File: src/rtl/core/tpc_pkg.sv
// shared types, constants and table functions of the timer prescaler calculator
package tpc_pkg;

  localparam int unsigned DataWidth = 32;

  localparam logic [DataWidth-1:0] ClockReset = 32'd16000000;
  localparam logic [DataWidth-1:0] Limit8     = 32'd255;
  localparam logic [DataWidth-1:0] Limit16    = 32'd65535;

  // result status codes
  localparam logic [1:0] StatusOk    = 2'd0;
  localparam logic [1:0] StatusBad   = 2'd1;
  localparam logic [1:0] StatusNoFit = 2'd2;

  // counter numbers
  localparam logic [1:0] TimerLong  = 2'd1;
  localparam logic [1:0] TimerExtra = 2'd2;
  localparam logic [1:0] TimerNone  = 2'd3;

  // last table index for each table
  localparam logic [2:0] ShortLast = 3'd4;
  localparam logic [2:0] LongLast  = 3'd6;

  typedef struct packed {
    logic [1:0]  timer_index;
    logic [31:0] freq;
    logic        meter_mode;
  } tpc_req_t;

  typedef struct packed {
    logic [1:0]  status;
    logic [2:0]  prescaler_index;
    logic [15:0] compare_value;
    logic [31:0] real_freq;
    logic        overflow_mode;
  } tpc_rsp_t;

  // controller to datapath commands
  typedef struct packed {
    logic       load;
    logic       div_start;
    logic       next_k;
    logic       save_q;
    logic       wr_res;
    logic [1:0] res_status;
  } tpc_cmd_t;

  // datapath to controller status
  typedef struct packed {
    logic bad;
    logic div_done;
    logic div_busy;
    logic fits;
    logic last_k;
  } tpc_sts_t;

  // prescaler as a left shift: table {1,8,64,256,1024}
  function automatic logic [3:0] short_shift(input logic [2:0] k);
    logic [3:0] s;
    unique case (k)
      3'd0: s = 4'd0;
      3'd1: s = 4'd3;
      3'd2: s = 4'd6;
      3'd3: s = 4'd8;
      3'd4: s = 4'd10;
      default: s = 4'd0;
    endcase
    return s;
  endfunction

  // prescaler as a left shift: table {1,8,32,64,128,256,1024}
  function automatic logic [3:0] long_shift(input logic [2:0] k);
    logic [3:0] s;
    unique case (k)
      3'd0: s = 4'd0;
      3'd1: s = 4'd3;
      3'd2: s = 4'd5;
      3'd3: s = 4'd6;
      3'd4: s = 4'd7;
      3'd5: s = 4'd8;
      3'd6: s = 4'd10;
      default: s = 4'd0;
    endcase
    return s;
  endfunction

endpackage

File: src/rtl/core/tpc_chan_if.sv
// valid/ready channel carrying one payload per request
interface tpc_chan_if #(
  parameter type payload_t = logic
);
  logic     valid;
  logic     ready;
  payload_t data;

  modport source (output valid, output data, input ready);
  modport sink (input valid, input data, output ready);
endinterface

File: src/rtl/core/tpc_divider.sv
// restoring serial divider, one quotient bit per cycle, divide by zero gives all ones
module tpc_divider
  import tpc_pkg::*;
(
  input  logic                 clk,
  input  logic                 rst,
  input  logic                 start,
  input  logic [DataWidth-1:0] num,
  input  logic [DataWidth-1:0] den,
  output logic [DataWidth-1:0] quo,
  output logic                 busy,
  output logic                 done
);

  localparam int unsigned CntWidth = $clog2(DataWidth);
  localparam logic [CntWidth-1:0] CntLast = CntWidth'(DataWidth - 1);

  logic [DataWidth-1:0] rem;
  logic [DataWidth-1:0] dsr;
  logic [CntWidth-1:0]  cnt;
  logic [DataWidth:0]   trial;
  logic                 take;

  // trial subtract of the shifted remainder
  always_comb begin
    trial = {rem, quo[DataWidth-1]};
    take  = trial >= {1'b0, dsr};
  end

  // control of the iteration
  always_ff @(posedge clk) begin
    if (rst) begin
      busy <= 1'b0;
      done <= 1'b0;
      cnt  <= '0;
    end else begin
      done <= 1'b0;
      if (start) begin
        busy <= 1'b1;
        cnt  <= '0;
      end else if (busy) begin
        cnt <= cnt + 1'b1;
        if (cnt == CntLast) begin
          busy <= 1'b0;
          done <= 1'b1;
        end
      end
    end
  end

  // remainder and quotient shift register
  always_ff @(posedge clk) begin
    if (start) begin
      rem <= '0;
      quo <= num;
      dsr <= den;
    end else if (busy) begin
      if (take) begin
        rem <= DataWidth'(trial - {1'b0, dsr});
      end else begin
        rem <= trial[DataWidth-1:0];
      end
      quo <= {quo[DataWidth-2:0], take};
    end
  end

endmodule

File: src/rtl/core/tpc_datapath.sv
// operand registers, prescaler walk, divider and result register
module tpc_datapath
  import tpc_pkg::*;
(
  input  logic                 clk,
  input  logic                 rst,
  input  logic                 cfg_valid,
  input  logic [DataWidth-1:0] cfg_data,
  input  tpc_req_t             req_data,
  input  tpc_cmd_t             cmd,
  output tpc_sts_t             sts,
  output tpc_rsp_t             rsp_data
);

  logic [DataWidth-1:0] clock_hz;
  tpc_req_t             op;
  logic [2:0]           k;
  logic [16:0]          qsel;
  logic                 phase_real;

  logic [3:0]           sh;
  logic [DataWidth-1:0] den;
  logic [DataWidth-1:0] quo;
  logic [DataWidth-1:0] qm1;
  logic [DataWidth-1:0] limit;
  logic [15:0]          v16;
  logic                 div_busy;
  logic                 div_done;
  logic                 bad;

  // clock register
  always_ff @(posedge clk) begin
    if (rst) begin
      clock_hz <= ClockReset;
    end else if (cfg_valid) begin
      clock_hz <= cfg_data;
    end
  end

  // request capture and walk position
  always_ff @(posedge clk) begin
    if (cmd.load) begin
      op         <= req_data;
      k          <= '0;
      phase_real <= 1'b0;
    end else begin
      if (cmd.next_k) begin
        k <= k + 1'b1;
      end
      if (cmd.save_q) begin
        qsel       <= quo[16:0];
        phase_real <= 1'b1;
      end
    end
  end

  // divisor: prescaler and factor two are both shifts
  always_comb begin
    if (op.timer_index == TimerExtra) begin
      sh = long_shift(k);
    end else begin
      sh = short_shift(k);
    end
    sh = sh + {3'b0, ~op.meter_mode};
    if (phase_real) begin
      den = {15'b0, qsel} << sh;
    end else begin
      den = op.freq << sh;
    end
  end

  tpc_divider u_div (
    .clk   (clk),
    .rst   (rst),
    .start (cmd.div_start),
    .num   (clock_hz),
    .den   (den),
    .quo   (quo),
    .busy  (div_busy),
    .done  (div_done)
  );

  // argument check and fit test
  always_comb begin
    qm1   = quo - 1'b1;
    limit = (op.timer_index == TimerLong) ? Limit16 : Limit8;
    if (op.meter_mode) begin
      bad = (op.timer_index != TimerLong) || (op.freq > clock_hz);
    end else begin
      bad = (op.timer_index == TimerNone) || (op.freq > (clock_hz >> 1));
    end
    sts.bad      = bad || (op.freq == '0);
    sts.div_done = div_done;
    sts.div_busy = div_busy;
    sts.fits     = (quo == 32'd1) ||
                   (!op.meter_mode && (quo != '0) && (qm1 <= limit));
    sts.last_k   = (op.timer_index == TimerExtra) ? (k == LongLast) : (k == ShortLast);
    v16          = 16'(qsel - 17'd1);
  end

  // result register
  always_ff @(posedge clk) begin
    if (cmd.wr_res) begin
      rsp_data.status <= cmd.res_status;
      if (cmd.res_status == StatusOk) begin
        rsp_data.prescaler_index <= k;
        rsp_data.compare_value   <= op.meter_mode ? 16'd0 : v16;
        rsp_data.real_freq       <= quo;
        rsp_data.overflow_mode   <= !op.meter_mode && (v16 == 16'd0);
      end else begin
        rsp_data.prescaler_index <= '0;
        rsp_data.compare_value   <= '0;
        rsp_data.real_freq       <= '0;
        rsp_data.overflow_mode   <= 1'b0;
      end
    end
  end

endmodule

File: src/rtl/core/tpc_ctrl.sv
// sequencer for the argument check, prescaler walk and final division
module tpc_ctrl
  import tpc_pkg::*;
(
  input  logic     clk,
  input  logic     rst,
  input  logic     req_valid,
  output logic     req_ready,
  output logic     rsp_valid,
  input  logic     rsp_ready,
  input  tpc_sts_t sts,
  output tpc_cmd_t cmd
);

  typedef enum logic [2:0] {
    S_IDLE,
    S_CHECK,
    S_START,
    S_WAIT,
    S_RSTART,
    S_RWAIT,
    S_RESULT
  } state_t;

  state_t     state;
  logic [1:0] status;
  logic       slot_free;

  assign slot_free = !rsp_valid || rsp_ready;
  assign req_ready = (state == S_IDLE);

  // commands decoded from state
  always_comb begin
    cmd            = '0;
    cmd.load       = (state == S_IDLE) && req_valid;
    cmd.div_start  = (state == S_START) || (state == S_RSTART);
    cmd.next_k     = (state == S_WAIT) && sts.div_done && !sts.fits && !sts.last_k;
    cmd.save_q     = (state == S_WAIT) && sts.div_done && sts.fits;
    cmd.wr_res     = (state == S_RESULT) && slot_free;
    cmd.res_status = status;
  end

  // state and registered outputs
  always_ff @(posedge clk) begin
    if (rst) begin
      state     <= S_IDLE;
      status    <= StatusOk;
      rsp_valid <= 1'b0;
    end else begin
      if (cmd.wr_res) begin
        rsp_valid <= 1'b1;
      end else if (rsp_ready) begin
        rsp_valid <= 1'b0;
      end
      unique case (state)
        S_IDLE: begin
          if (req_valid) begin
            state <= S_CHECK;
          end
        end
        S_CHECK: begin
          if (sts.bad) begin
            status <= StatusBad;
            state  <= S_RESULT;
          end else begin
            state <= S_START;
          end
        end
        S_START: begin
          state <= S_WAIT;
        end
        S_WAIT: begin
          if (sts.div_done) begin
            if (sts.fits) begin
              state <= S_RSTART;
            end else if (sts.last_k) begin
              status <= StatusNoFit;
              state  <= S_RESULT;
            end else begin
              state <= S_START;
            end
          end
        end
        S_RSTART: begin
          state <= S_RWAIT;
        end
        S_RWAIT: begin
          if (sts.div_done) begin
            status <= StatusOk;
            state  <= S_RESULT;
          end
        end
        S_RESULT: begin
          if (slot_free) begin
            state <= S_IDLE;
          end
        end
        default: begin
          state <= S_IDLE;
        end
      endcase
    end
  end

endmodule

File: src/rtl/core/timer_prescaler_compare_calc.sv
// top level of the timer prescaler and compare value calculator
// One request (counter number, frequency, mode) gives one result. The block
// checks the arguments, then walks the prescaler table with a shared serial
// divider that for each division starts, forms 32 quotient bits and is
// checked, and ends with one more division for the achieved frequency when an
// entry fits. A request with bad arguments goes straight to the result; any
// other takes one division per prescaler tried, plus the final division on a
// fit. A new request is taken once the previous one has moved to the result
// register, which holds it until it is taken. The clock register resets to
// 16 MHz and is written through its own channel.
module timer_prescaler_compare_calc
  import tpc_pkg::*;
(
  input  logic   clk,
  input  logic   rst,
  tpc_chan_if.sink   cfg,
  tpc_chan_if.sink   req,
  tpc_chan_if.source rsp
);

  tpc_cmd_t cmd;
  tpc_sts_t sts;
  tpc_rsp_t rsp_data;
  tpc_req_t req_data;
  logic     req_ready;
  logic     rsp_valid;

  assign cfg.ready = 1'b1;
  assign req_data  = req.data;
  assign req.ready = req_ready;
  assign rsp.valid = rsp_valid;
  assign rsp.data  = rsp_data;

  tpc_ctrl u_ctrl (
    .clk       (clk),
    .rst       (rst),
    .req_valid (req.valid),
    .req_ready (req_ready),
    .rsp_valid (rsp_valid),
    .rsp_ready (rsp.ready),
    .sts       (sts),
    .cmd       (cmd)
  );

  tpc_datapath u_dp (
    .clk       (clk),
    .rst       (rst),
    .cfg_valid (cfg.valid),
    .cfg_data  (cfg.data),
    .req_data  (req_data),
    .cmd       (cmd),
    .sts       (sts),
    .rsp_data  (rsp_data)
  );

  // divider is idle whenever a division is started or a request comes in
  assert property (@(posedge clk) disable iff (rst)
    (cmd.div_start || cmd.load) |-> !sts.div_busy)
    else $error("divider restarted while busy");

  // failed results carry zero fields
  assert property (@(posedge clk) disable iff (rst)
    (rsp_valid && (rsp_data.status != StatusOk)) |->
      (rsp_data.prescaler_index == 3'd0 && rsp_data.compare_value == 16'd0 &&
       rsp_data.real_freq == 32'd0 && !rsp_data.overflow_mode))
    else $error("failed result with nonzero fields");

  // overflow mode only with a zero compare value on success
  assert property (@(posedge clk) disable iff (rst)
    (rsp_valid && rsp_data.overflow_mode) |->
      (rsp_data.status == StatusOk && rsp_data.compare_value == 16'd0))
    else $error("overflow mode with nonzero compare value");

  // result register is written only into a free slot
  assert property (@(posedge clk) disable iff (rst)
    cmd.wr_res |-> (!rsp_valid || rsp.ready))
    else $error("result overwritten before it was taken");

endmodule

File: src/flat_wrapper.sv
// flat-port wrapper written by rule: the top's interface ports become plain ports
module timer_prescaler_compare_calc_flat import tpc_pkg::*;
  (clk, rst, cfg_valid, cfg_data, cfg_ready, req_valid, req_data, req_ready, rsp_valid, rsp_data, rsp_ready);
  tpc_chan_if #(.payload_t(logic [31:0])) cfg_i ();
  tpc_chan_if #(.payload_t(tpc_req_t)) req_i ();
  tpc_chan_if #(.payload_t(tpc_rsp_t)) rsp_i ();
  input  logic clk;
  input  logic rst;
  input wire logic [$bits(cfg_i.valid)-1:0] cfg_valid;
  input wire logic [$bits(cfg_i.data)-1:0] cfg_data;
  output wire logic [$bits(cfg_i.ready)-1:0] cfg_ready;
  input wire logic [$bits(req_i.valid)-1:0] req_valid;
  input wire logic [$bits(req_i.data)-1:0] req_data;
  output wire logic [$bits(req_i.ready)-1:0] req_ready;
  output wire logic [$bits(rsp_i.valid)-1:0] rsp_valid;
  output wire logic [$bits(rsp_i.data)-1:0] rsp_data;
  input wire logic [$bits(rsp_i.ready)-1:0] rsp_ready;
  assign cfg_i.valid = cfg_valid;
  assign cfg_i.data = cfg_data;
  assign cfg_ready = cfg_i.ready;
  assign req_i.valid = req_valid;
  assign req_i.data = req_data;
  assign req_ready = req_i.ready;
  assign rsp_valid = rsp_i.valid;
  assign rsp_data = rsp_i.data;
  assign rsp_i.ready = rsp_ready;
  timer_prescaler_compare_calc u_core (.clk(clk), .rst(rst), .cfg(cfg_i), .req(req_i), .rsp(rsp_i));
endmodule
File: config.mk
export PLATFORM = sky130hd
export DESIGN_NAME = timer_prescaler_compare_calc_flat
export DESIGN_NICKNAME = d
export VERILOG_FILES = /design/src/rtl/core/tpc_pkg.sv /design/src/rtl/core/tpc_chan_if.sv /design/src/rtl/core/tpc_divider.sv /design/src/rtl/core/tpc_datapath.sv /design/src/rtl/core/tpc_ctrl.sv /design/src/rtl/core/timer_prescaler_compare_calc.sv /design/src/flat_wrapper.sv
export SDC_FILE = /design/constraint.sdc
export NUM_CORES = 1
export LEC_CHECK = 0
export BUFFER_PORTS_ARGS = -buffer_cell sky130_fd_sc_hd__buf_2
export CORE_MARGIN = 10
export CORE_UTILIZATION = 28
export DETAILED_ROUTE_END_ITERATION = 8
export GPL_TIMING_DRIVEN = 0
export PLACE_DENSITY = 0.43
export SLEW_MARGIN = 20
export SYNTH_ARGS = -nofsm -noshare
export SYNTH_HDL_FRONTEND = slang
export SYNTH_SLANG_ARGS = --single-unit
File: constraint.sdc
create_clock -name clk -period 4.28 [get_ports clk]
set_clock_uncertainty 0.05 [all_clocks]
set_input_delay 0.214 -clock clk [delete_from_list [all_inputs] [get_ports clk]]
set_output_delay 0.214 -clock clk [all_outputs]
set_load 0.03 [all_outputs]
Word level (Yosys, flattened, before mapping). Index checks and enable logic that the tools add are counted.

Input port bits: 72. Bits in registers: 251. Output and inout port bits: 57.

Mux-type cells: 30. Bitwise operators: 4. Equality and inequality tests: 25. Order comparisons: 4. $add $sub $neg: 6. Reduce and logical (&&, ||, !) cells: 33. Shift-type cells: 2.

Operators by type and width (count): two-way mux 32 bit (4); >= comparator 33 x 32 -> 1 bit (1); == test 32 x 1 -> 1 bit, second input constant (1); greater-than comparator 32 x 31 -> 1 bit (1); greater-than comparator 32 bit (1); less-or-equal comparator 32 x 16 -> 1 bit (1); zero test 32 bit (1); nonzero test 32 bit (1); << shifter 17 x 4 -> 32 bit (1); << shifter 32 x 4 -> 32 bit (1); subtractor 32 x 1 -> 32 bit, second input constant (1); subtractor 32 bit (1); one-hot mux 4 bit (6 select lines) (1); two-way mux 3 bit (7); one-hot mux 3 bit (7 select lines) (1); == test 3 bit, second input constant (6); zero test 16 bit (1); two-way mux 16 bit (1); one-hot mux 4 bit (4 select lines) (1); subtractor 16 x 1 -> 16 bit, second input constant (1); == test 3 x 2 -> 1 bit, second input constant (4); != test 2 bit, second input constant (6); two-way mux 2 bit (5); logical AND 1 bit (9); other kinds (23) (46).

Logic depth before layout (Yosys ltp).
Depth in word-level cells: 8. Depth in mapped cells: 14.

Modules after synthesis. Synthesis repeated with hierarchy kept, for this count alone.

Cell total of the unflattened synthesis: 1464. Area, all modules: 15278.4 sq um.

Modules (own cells, without submodules): tpc_datapath (area an instance 9028.7 sq um, cells each 856, times used 1, seq. area each 3903.7 sq um); tpc_divider (area an instance 5803.1 sq um, cells each 553, times used 1, seq. area each 2702.6 sq um); tpc_ctrl (area an instance 435.4 sq um, cells each 53, times used 1, seq. area each 120.1 sq um); timer_prescaler_compare_calc (area an instance 11.3 sq um, cells each 2, times used 1, seq. area each 0.0 sq um).

Worst setup path after synthesis. No wires, ideal clock.

Kind: reg2reg. Start: register u_core.u_ctrl.state[2]. End: register u_core.u_dp.rsp_data[0] (netlist name). Required time: 3.758 ns. Stages on the path, launching flop included: 5. Arrival: 3.689 ns. Slack: 0.069 ns. Path through: dfxtp_1 > clkbuf_1 > clkinv_1 > or3_1 > nor2b_1.

RTL lines: start, declared (line tpc_ctrl.sv:25) `state_t state;`; start signal, assigned (line tpc_ctrl.sv:46) `state <= S_IDLE;`; start signal, assigned (line tpc_ctrl.sv:58) `state <= S_CHECK;`; start signal, assigned (line tpc_ctrl.sv:64) `state <= S_RESULT;`.

Worst setup path after layout.
Start: register u_core.u_dp.u_div.quo[8]. End: register u_core.u_dp.qsel[0] (enable).

Longest elaborated chain between the ends: 6. Elaborated cells on any way between the ends: 9. Classes of those cells: 1 x add/sub; 1 x order compare; 1 x eq/ne; 6 x reduce/logical.

RTL lines: start, declared (line tpc_divider.sv:10) `output logic [DataWidth-1:0] quo,`; start signal, assigned (line tpc_divider.sv:55) `quo <= num;`; start signal, assigned (line tpc_divider.sv:63) `quo <= {quo[DataWidth-2:0], take};`; subtractor 32 x 1 -> 32 bit / nonzero test 32 bit (equally long branches) (line tpc_datapath.sv:85, tpc_datapath.sv:96); less-or-equal comparator 32 x 16 -> 1 bit / logical AND 1 bit (equally long branches) (line tpc_datapath.sv:96) `(!op.meter_mode && (quo != '0) && (qm1 <= limit));`; logical AND 1 bit (line tpc_datapath.sv:96); logical OR 1 bit (*) (line tpc_datapath.sv:95) `sts.fits = (quo == 32'd1) ||`; logical AND 1 bit (*) (line tpc_ctrl.sv:38) `cmd.save_q = (state == S_WAIT) && sts.div_done && sts.fits;`; AND reduction 2 bit (no line) (*); end signal, assigned (line tpc_datapath.sv:51) `qsel <= quo[16:0];`; end, declared (line tpc_datapath.sv:18) `logic [16:0] qsel;`.

Every way passes the cells marked *; elsewhere a longest branch is shown, timed or not. A chain may end at the register's enable or synchronous reset.

==> results by group <==
Outcome
  – Status: complete, no violations

Clocking
  – Num Clock Sinks: between 200 and 300
  – Clock slew seen by the registers of the worst setup and hold paths: about 60 ps
  – Root Driver: clkbuf_16
  – Clock latency on the worst-skew pair: 580 ps
  – CTS tree: yes
  – Clock buffer depth: 3
  – H-tree levels: 1
  – Num CTS Buffers: 31

Final layout
  – Antenna cell count: 0
  – Share of layout cells above drive strength 1: 15.6%
  – Design Area, Final: approximately 0.019 mm^2
  – Reg area: about 0.0067 mm^2
  – Nets: 1958
  – Area Growth Syn to Fin: 23.6%
  – Fin cells: roughly 2500
  – Area of the multi-input gates: 0.00791 mm^2
  – Commonest non-fill, non-tap cell in the layout: edfxtp_1
  – # fillers: about 5400
  – Most frequent cells in the layout: edfxtp_1 (170), buf_2 (137), nand2_1 (123)

Global route
  – Number of global-route vias before repair: 12800
  – Largest net degree at the start of global routing: 34
  – GR Overflow Total: 0
  – Initial antenna violation count: 0
  – First-pass GRT wire length: approximately 78 mm
  – Total GRT Usage: between 15 and 20%

Route
  – DRC Markers: 0
  – TritonRoute pass-1 iters: 5
  – Avg WL per Cell: roughly 21 um
  – Starting DRC count in detailed routing: just under 900
  – Antenna viol nets, final: 0
  – Final WL: slightly above 50 mm
  – Vias per cell: about 5.1
  – Vias: 12700

Synthesis
  – Post-Synth Simple-Gate Area: 15.3%
  – Post-synthesis mux area share: about 8.7%
  – Largest family of logic cells by synthesized area: compound AO/OA/AOI/OAI gates
  – Syn avg cell area: between 9 and 10 um^2
  – Synthesized instance count: 1532
  – Most used DFF post-synth: edfxtp_1
  – Post-Synth XOR/XNOR Area: around 2.5%
  – Adder-Cell Fraction of Synth Area: under 10%
  – Synth Area in Compound Gates: between 10% and 20%
  – Synth area leader: edfxtp_1
  – Post-synthesis cell type count: slightly below 90
  – Synthesized area: between 0.015 and 0.02 mm^2
  – Warning count from the yosys run: 0
  – Number of synthesized flops with an enable pin: 170
  – Yosys top cell area share: approximately 33%
  – Asr flop ratio synth: 0%
  – Yosys reg bits: approximately 250
  – Largest cells by area after synthesis: edfxtp_1 (33%), dfxtp_1 (11%), ha_1 (9.3%)
  – Post-Syn Nets: 1718
  – Register area share after synthesis: about 44%

Setup path
  – Crit. End Element: register
  – WP data required: 4510 ps
  – Worst setup path category: register to register
  – Startpoint class of the critical path: register
  – Crit path DAT: 4270 ps
  – Crit Path Max Fanout: 13

Floorplan
  – Die height: between 200 and 300 um
  – Number of top-level pins: 129
  – Initial Util: approximately 28%
  – Core ar.: roughly 0.054 mm^2
  – Row count: 85
  – DIE WIDTH: about 250 um
  – Die ar.: between 0.06 and 0.07 mm^2

Power
  – Sw Ratio: between 30% and 40%
  – Pwr per Cell Area: 545 mW/mm^2
  – Pleak: approximately 0.0076 uW
  – VDD IR max: around 0.27 mV
  – Internal cell power: between 6000 and 7000 uW
  – Comb pwr share: between 30% and 40%
  – Clock power frac: between 20 and 30%
  – Sequential power share: about a third
  – Switching pwr: 3770 uW
  – Pwr Total: between 10000 and 15000 uW

Timing
  – Slew headroom: around a third
  – Setup_tns: 0 ps
  – RSZ-0062 raised after global routing: no
  – Tmin final: 4050 ps
  – Pins Over Slew Limit: 0
  – Period utilization: 94.6%
  – Final setup vio count: 0
  – Worst Tran Pin Value: 1030 ps
  – Fmax: 0.247 GHz
  – Setup ws final: ~230 ps
  – Final hold viol count: 0

Placement
  – Pre-CTS setup slack: -286 ps
  – Post-placement cell area: 0.0169 mm^2
  – Hpwl dp: about 40 mm
  – Buffers added on ports: 126
  – Final Wtd Congestion: 0.848
  – Placed insts: roughly 2400

Worst hold path
  – Hold/Removal Path Class: primary input to register

Flow run
  – Max Cap Violations: 0
[sequential cells by signal (all words and copies together) (netlist names)]
register,count
u_core.u_dp.rsp_data,54
u_core.u_dp.op,35
u_core.u_dp.clock_hz,32
u_core.u_dp.u_div.dsr,32
u_core.u_dp.u_div.quo,32
u_core.u_dp.u_div.rem,32
u_core.u_dp.qsel,17
u_core.u_dp.u_div.cnt,5
u_core.u_ctrl.state,3
u_core.u_dp.k,3
u_core.u_ctrl.status,2
u_core.u_ctrl.rsp_valid,1
u_core.u_dp.phase_real,1
u_core.u_dp.u_div.busy,1
u_core.u_dp.u_div.done,1
[critical path, cell delays in order, from the launching register on]
cell	delay, ps
edfxtp_1	390
clkbuf_1	220
nor4_2	340
nand4_1	270
o41ai_1	290
o21ai_0	140
ha_1	350
a21oi_1	140
o21ai_0	150
o311ai_2	510
a31o_4	270
inv_2	60
nor2_2	330
buf_8	220
[per-layer routing]
layer	up-vias	part of all wire, %	global-route usage (%)
li1	6205	-	-
met1	6160	46	21.0
met2	274	47	26.1
met3	75	4.2	2.23
met4	0	3.0	4.62
met5	-	0	0
[area by class of cell]
class / instances / area share [%]
multi-input cells: 1107 / 41.9
inverters: 94 / 1.87
well taps: 696 / 4.61
clock buffers: 35 / 4.35
clock inverters: 22 / 2.01
plain buffers: 80 / 1.82
flip-flops and latches: 251 / 35.6
repair buffers: 207 / 7.84
[path summary, 6_finish.rpt]
kind / start / end / slack (ps) / depth (start not counted)
hold reg to reg: u_core.u_ctrl.status[0]$_SDFFE_PP0P_ / u_core.u_dp.rsp_data[52]$_DFFE_PP_ / 380 / 0
hold / removal: rst / u_core.u_dp.clock_hz[13]$_SDFFE_PP1P_ / 70 / 3
setup / recovery: u_core.u_dp.u_div.quo[8]$_DFFE_PP_ / u_core.u_dp.qsel[0]$_DFFE_PP_ / 230 / 13
setup reg to reg: u_core.u_dp.u_div.quo[8]$_DFFE_PP_ / u_core.u_dp.qsel[0]$_DFFE_PP_ / 230 / 13
[synthesized netlist by cell type, types with 11 or more instances]
cell type and instances:
nor2_1 88, o22ai_1 11, and2_1 32, o21ai_0 117, dfxtp_1 81, nand3_1 42
mux4_2 16, clkbuf_1 56, a211oi_1 15, mux2i_1 76, mux2_2 17, nand2b_1 13
nand2_1 123, ha_1 113, edfxtp_1 170, nand4_1 26, xnor2_1 24, inv_1 91
a21oi_1 84, xor2_1 19, o211ai_1 21, a31oi_1 33, and3_1 17, nor2b_1 15
a21o_1 24, nor3_1 35, nor4_1 25
[metrics by stage]
stage,hold WS [ps],utilization [%]
finish,72.2,35.0
global route,74.9,35.0
CTS,44.4,35.0
detailed placement,342,31.4
global placement,341,31.1
floorplan,263,-
[cell families after synthesis]
kind of cell / Yosys count
other cells: 1
compound gates: 379
xor+xnor: 43
simple gates: 460
mux: 110
flops: 251
buf+inv: 174
fa+ha+maj: 114
[timing repair]
| action | CTS | global route |
|---|---|---|
| hold buffers | 69 | 0 |
| resized for setup | 2 | 7 |
| buffers inserted | 0 | 2 |
| setup endpoints to repair | 17 | 21 |
| hold endpoints to repair | 71 | 0 |
| pin swaps | 0 | 1 |
[power groups by stage]
stage	Combinational, uW	Clock (uW)	Sequential, uW
final	3710	3070	3510
after global routing	4160	3230	3550
after CTS	3710	3140	3500
after detailed placement	3620	0	3550
after global placement	3550	0	3570
after floorplan	2560	0	3400
(Power assumes the default switching activity.)
